### src/rtl/kee_pkg.sv
// ----------------------------------------------------------------------------
// kee_pkg
// Shared types and constants of the kinetic energy expectation unit.
// ----------------------------------------------------------------------------
`default_nettype none

package kee_pkg;

   localparam int COMP_W  = 24;           // G and psi components
   localparam int NCOMP   = 5;            // gx, gy, gz, psi_re, psi_im
   localparam int WGT_W   = 16;
   localparam int SQ_W    = 47;           // square of a 24-bit signed value
   localparam int GG_W    = 48;           // |G|^2, 30 fractional bits
   localparam int PP_W    = 48;           // |psi|^2, 44 fractional bits
   localparam int PW_W    = 64;           // |psi|^2 * weight
   localparam int HALF_GG = 24;
   localparam int HALF_PW = 32;
   localparam int PART_W  = HALF_GG + HALF_PW;
   localparam int PAIR_W  = PART_W + HALF_PW;
   localparam int PROD_W  = 113;          // full product plus one guard bit
   localparam int MAG_W   = 56;
   localparam int ACC_W   = 64;
   localparam int SHIFT_PACKED = 56;
   localparam int SHIFT_PLAIN  = 57;

   localparam logic [ACC_W-1:0] ACC_MIN = {1'b1, {(ACC_W-1){1'b0}}};
   localparam logic [ACC_W-1:0] ACC_MAX = {1'b0, {(ACC_W-1){1'b1}}};

   typedef struct packed {
      logic load;
      logic sq;
      logic sum;
      logic pw;
      logic part;
      logic add1;
      logic add2;
      logic acc;
      logic fin;
   } kee_cmd_type;

   typedef struct packed {
      logic last_item;
      logic out_free;
   } kee_status_type;

   function automatic logic [SQ_W-1:0] square_comp(input logic signed [COMP_W-1:0] v);
      logic signed [2*COMP_W-1:0] p;
      p = v * v;
      return p[SQ_W-1:0];
   endfunction

endpackage

`default_nettype wire

### src/rtl/kee_ctrl.sv
// ----------------------------------------------------------------------------
// kee_ctrl
// Sequencer that steps one coefficient beat through the datapath.
// ----------------------------------------------------------------------------
`default_nettype none

module kee_ctrl (
   input  wire logic                    clock,
   input  wire logic                    reset,
   input  wire logic                    req_tvalid,
   output logic                         req_tready,
   input  wire kee_pkg::kee_status_type status,
   output kee_pkg::kee_cmd_type         cmd
);
   import kee_pkg::*;

   localparam logic [3:0] ST_IDLE = 4'd0;
   localparam logic [3:0] ST_SQ   = 4'd1;
   localparam logic [3:0] ST_SUM  = 4'd2;
   localparam logic [3:0] ST_PW   = 4'd3;
   localparam logic [3:0] ST_PART = 4'd4;
   localparam logic [3:0] ST_ADD1 = 4'd5;
   localparam logic [3:0] ST_ADD2 = 4'd6;
   localparam logic [3:0] ST_ACC  = 4'd7;
   localparam logic [3:0] ST_FIN  = 4'd8;

   logic [3:0] state_ff, state_in;

   always_comb begin
      state_in = state_ff;
      cmd      = '0;
      unique case (state_ff)
         ST_IDLE: begin
            if (req_tvalid) begin
               cmd.load = 1'b1;
               state_in = ST_SQ;
            end
         end
         ST_SQ: begin
            cmd.sq   = 1'b1;
            state_in = ST_SUM;
         end
         ST_SUM: begin
            cmd.sum  = 1'b1;
            state_in = ST_PW;
         end
         ST_PW: begin
            cmd.pw   = 1'b1;
            state_in = ST_PART;
         end
         ST_PART: begin
            cmd.part = 1'b1;
            state_in = ST_ADD1;
         end
         ST_ADD1: begin
            cmd.add1 = 1'b1;
            state_in = ST_ADD2;
         end
         ST_ADD2: begin
            cmd.add2 = 1'b1;
            state_in = ST_ACC;
         end
         ST_ACC: begin
            cmd.acc  = 1'b1;
            state_in = status.last_item ? ST_FIN : ST_IDLE;
         end
         ST_FIN: begin
            // Wait here until the result register can take the energy.
            if (status.out_free) begin
               cmd.fin  = 1'b1;
               state_in = ST_IDLE;
            end
         end
         default: begin
            state_in = ST_IDLE;
         end
      endcase
   end

   assign req_tready = (state_ff == ST_IDLE);

   always_ff @(posedge clock) begin
      if (reset) begin
         state_ff <= ST_IDLE;
      end else begin
         state_ff <= state_in;
      end
   end

`ifndef SYNTHESIS
   a_accept_starts: assert property (@(posedge clock) disable iff (reset)
      (req_tvalid && req_tready) |=> (state_ff == ST_SQ))
      else $error("accepted beat did not start the sequence");

   a_fin_only_after_last: assert property (@(posedge clock) disable iff (reset)
      (state_ff == ST_ACC && !status.last_item) |=> (state_ff == ST_IDLE))
      else $error("non-last beat did not return to idle");

   a_state_legal: assert property (@(posedge clock) disable iff (reset)
      state_ff <= ST_FIN)
      else $error("sequencer state out of range");
`endif

endmodule

`default_nettype wire

### config.mk
export PLATFORM = sky130hd
export DESIGN_NAME = kee_ctrl
export DESIGN_NICKNAME = d
export VERILOG_FILES = /design/src/rtl/kee_pkg.sv /design/src/rtl/kee_ctrl.sv
export SDC_FILE = /design/constraint.sdc
export NUM_CORES = 1
export LEC_CHECK = 0
export BUFFER_PORTS_ARGS = -buffer_cell sky130_fd_sc_hd__buf_2
export CAP_MARGIN = 20
export CORE_AREA = 4 4 41 43
export CTS_CLUSTER_SIZE = 25
export DETAILED_ROUTE_END_ITERATION = 16
export DIE_AREA = 0 0 45 47
export PLACE_DENSITY_LB_ADDON = 0.3
export SLEW_MARGIN = 20
export SYNTH_ARGS = -nofsm -noshare
export SYNTH_HDL_FRONTEND = slang
export SYNTH_SLANG_ARGS = --single-unit
### constraint.sdc
create_clock -name clock -period 3.25 [get_ports clock]
set_clock_uncertainty 0.2 [all_clocks]
set_input_delay 0.1625 -clock clock [delete_from_list [all_inputs] [get_ports clock]]
set_output_delay 0.1625 -clock clock [all_outputs]
set_load 0.005 [all_outputs]
# Yosys cells after proc, flatten, opt, wreduce, memory -nomap -nowiden
# Index checks and enable logic that the tools add are counted.
[op_classes]
mux = 15
reduce_logical = 2
n_eq_ne = 10
[ops]
columns = ["cell", "count"]
rows = [
  ["case mux 4 bit (9 select lines)", 1],
  ["equality test 4 x 3 -> 1 bit (second input constant)", 4],
  ["two-way mux 4 bit", 3],
  ["two-way mux 1 bit", 11],
  ["equality test 4 x 2 -> 1 bit (second input constant)", 2],
  ["equality test 4 x 1 -> 1 bit (second input constant)", 1],
  ["equality test 4 bit (second input constant)", 1],
  ["zero test 4 bit", 1],
  ["!= test 2 bit (second input constant)", 2],
  ["AND reduction 2 bit", 1],
]
[word_totals]
reg_bits = 4
in_bits = 5

# Longest topological paths before layout
[depth]
ltp_word = 3
depth_mapped = 3

# Least setup slack after synthesis
# Ideal clock, no wire load.
[synth_timing]
path_kind = "reg2out"
start = "reg state_ff[0]"
end = "out cmd[8] (netlist bit)"
stages_incl_launch_ff = 4
path_slack_ns = 1.898
required_time_ns = 2.887
arrival_time_ns = 0.989
path_buffers = 1
cell_sequence = "dfxtp_1 buf_6 or3_4 nor3b_2"
[synth_rtl]
columns = ["element", "line", "text"]
rows = [
  ["start, declared", "kee_ctrl.sv:27", "logic [3:0] state_ff, state_in;"],
  ["start signal, assigned", "kee_ctrl.sv:86", "state_ff <= state_in;"],
  ["end, declared", "kee_ctrl.sv:13", "output kee_pkg::kee_cmd_type cmd"],
]

==> flow_metrics.env <==
export IMPL_status="completed"
export IMPL_reg_largest_list="state_ff (4)"
export IMPL_p_sw_frac=0.297
export IMPL_die_y_um=47
export IMPL_rrSetupSlack_ps=1830
export IMPL_holdPathStages=3
export IMPL_final_cells=66
export IMPL_drt_initial_drc_count=7
export IMPL_htreeDepth=1
export IMPL_intPower_mw=0.123
export IMPL_synth_fp_nets=39
export IMPL_setup_viol=0
export IMPL_cp_depth=3
export IMPL_clockPowerShare=0.357
export IMPL_buffer_ports_inserted=14
export IMPL_synthDistinctLibCells=19
export IMPL_synthFlopType="dfxtp_1"
export IMPL_antenna_found_initial=0
export IMPL_wire_per_inst_um=10.6
export IMPL_slew_violations=0
export IMPL_post_cts_resized=0
export IMPL_min_period_over_period=0.534
export IMPL_nets=58
export IMPL_clock_sink_count=4
export IMPL_yosysWarnings=0
export IMPL_top_register="state_ff"
export IMPL_viasPerCell=4.41
export IMPL_ys_ff_latch=4
export IMPL_crit_type="reg2out"
export IMPL_finalHoldViolCount=0
export IMPL_postRouteWirelength_um=698
export IMPL_startpoint_type="flip-flop"
export IMPL_crit_chain="or3_4 -> nor3b_2 -> buf_2"
export IMPL_cts_root_buf="clkbuf_4"
export IMPL_cts_setup_buffers=0
export IMPL_dieWidth_um=45
export IMPL_start_util=0.210
export IMPL_ant_nets=0
export IMPL_tightestPinTransition_ps=374
export IMPL_rows=13
export IMPL_pwr_share_comb=0.270
export IMPL_syn_avg_cell_area_um2=8.02
export IMPL_cp_arrival_ps=1370
export IMPL_max_slew_margin=0.750
export IMPL_fmaxAchievable_mhz=577
export IMPL_async_flop_share=0
export IMPL_antennaDiodeCount=0
export IMPL_place_inst=60
export IMPL_fin_crit_ps=1730
export IMPL_drt_pass1_iter_count=4
export IMPL_cap_violations=0
export IMPL_synth_edf_count=0
export IMPL_gp_congestion=0.712
export IMPL_ys_seq_area_frac=0.294
export IMPL_grtUsageTotal=0.0807
export IMPL_grt_pass1_vias=266
export IMPL_clk_latency_ps=230
export IMPL_area_growth_pct=44.0
export IMPL_vias=291
export IMPL_grt_ovfl_total=0
export IMPL_numCtsBuffers=3
export IMPL_worst_r2r_path_depth=2
export IMPL_ioPinCount=15
export IMPL_hp_class="in2reg"
export IMPL_final_common_cell="buf_2"
export IMPL_pwr_share_seq=0.374
export IMPL_synthCells=34
export IMPL_grt_setup_unrepaired="false"
export IMPL_cts_path_max_buffers=2
export IMPL_p_total_mw=0.175
export IMPL_die_area_um2=2120
export IMPL_hpwl_um=484
export IMPL_grt_max_degree=13
export IMPL_power_density_nw_per_um2=445
export IMPL_slowest_stage="or3_4"
export IMPL_place_ws_ps=1770
export IMPL_path_delay_family="simple AND/OR/NAND/NOR gates"
export IMPL_syn_area_um2=273
export IMPL_power_leakage_nw=0.188
export IMPL_final_cell_mix="buf_2 (14), nor3_1 (6), nor2_1 (4), dfxtp_1 (4)"
export IMPL_irDropWorstVdd_uv=256
export IMPL_coreArea_um2=1300
export IMPL_path_max_fanout=10
export IMPL_largest_reg_flops=4
export IMPL_setup_ws_ps=1520
export IMPL_route_detailed_drc=0
export IMPL_cp_data_required_time_ps=2890
export IMPL_cp_end_kind="output pin"
export IMPL_critPathMaxStageDelay_ps=430
export IMPL_cts_tree="yes"
export IMPL_grt_pass1_wl_um=1150
export IMPL_fin_setup_tns_ps=0
export IMPL_crit_buf_inv=1
export IMPL_drive_gt1_frac=0.412
export IMPL_clk_pin_slew_ps=40
export IMPL_switchingPower_mw=0.0521
==> worst register-to-register path, stage by stage (launching register included) <==
cell,delay (ps)
dfxtp_1,540
or3b_2,480
o32ai_1,110
==> repair_timing <==
action                                  in CTS  in global routing
hold buffers                                 3                  0
endpoints found under the hold margin        4                  0
endpoints found under the setup margin       0                  0
==> power groups by stage <==
stage / logic [mW] / registers [mW] / clock network, mW
2_1_floorplan: 0.0405 / 0.0569 / 0
3_3_place_gp: 0.0449 / 0.0658 / 0
3_5_place_dp: 0.0449 / 0.0662 / 0
4_1_cts: 0.0476 / 0.0653 / 0.0649
5_1_grt: 0.0523 / 0.0671 / 0.0705
6_report: 0.0472 / 0.0654 / 0.0624
==> cells by family (layout without fill, tap and decap cells) <==
group / count (synthesis) / in the layout / synth area share
and+or+nand+nor: 20 / 20 / 0.445
DFF: 4 / 4 / 0.294
AOI/OAI and AO/OA: 4 / 4 / 0.124
buffers and inverters: 5 / 22 / 0.106
xor gates and xnor gates: 1 / 1 / 0.0321
==> cell type report <==
class | instances | area (um^2)
multi-input combinational | 25 | 164
inverter | 2 | 7.51
tap | 15 | 18.8
clock buffer | 3 | 22.5
fill | 149 | 908
timing repair buffer | 17 | 100
sequential | 4 | 80.1
==> synthesized netlist by cell type (2+ instances only) <==
| master | instances | area (um^2) |
|---|---|---|
| nor3_1 | 6 | 30.0 |
| inv_1 | 2 | 7.51 |
| nor2_1 | 4 | 15.0 |
| dfxtp_1 | 4 | 80.1 |
| buf_2 | 2 | 10.0 |
| nand2_1 | 2 | 7.51 |
| nand2b_1 | 2 | 12.5 |
==> path summary, 6_finish.rpt <==
kind | start | endpoint
worst max-delay path | state_ff[0] | cmd[8]
worst max register to register | state_ff[3] | state_ff[3]
worst min register to register | state_ff[0] | state_ff[2]
worst min-delay path | status[0] | state_ff[3]
==> per-layer routing <==
metal	up-vias	wire (um)	track usage
met5	-	0	0
met4	0	0	0.0175
met3	0	57	0.0690
met2	12	323	0.121
met1	126	317	0.0868
li1	153	-	-
==> stage by stage <==
stage	hold WS [ps]	utilization	area [um^2]
6_report	27.6	0.302	393
5_1_grt	43.1	0.302	393
3_3_place_gp	198	0.262	340
3_5_place_dp	193	0.262	340
2_1_floorplan	35.3	-	273
4_1_cts	21.5	0.302	393
Power figures use the tool's default switching activity.
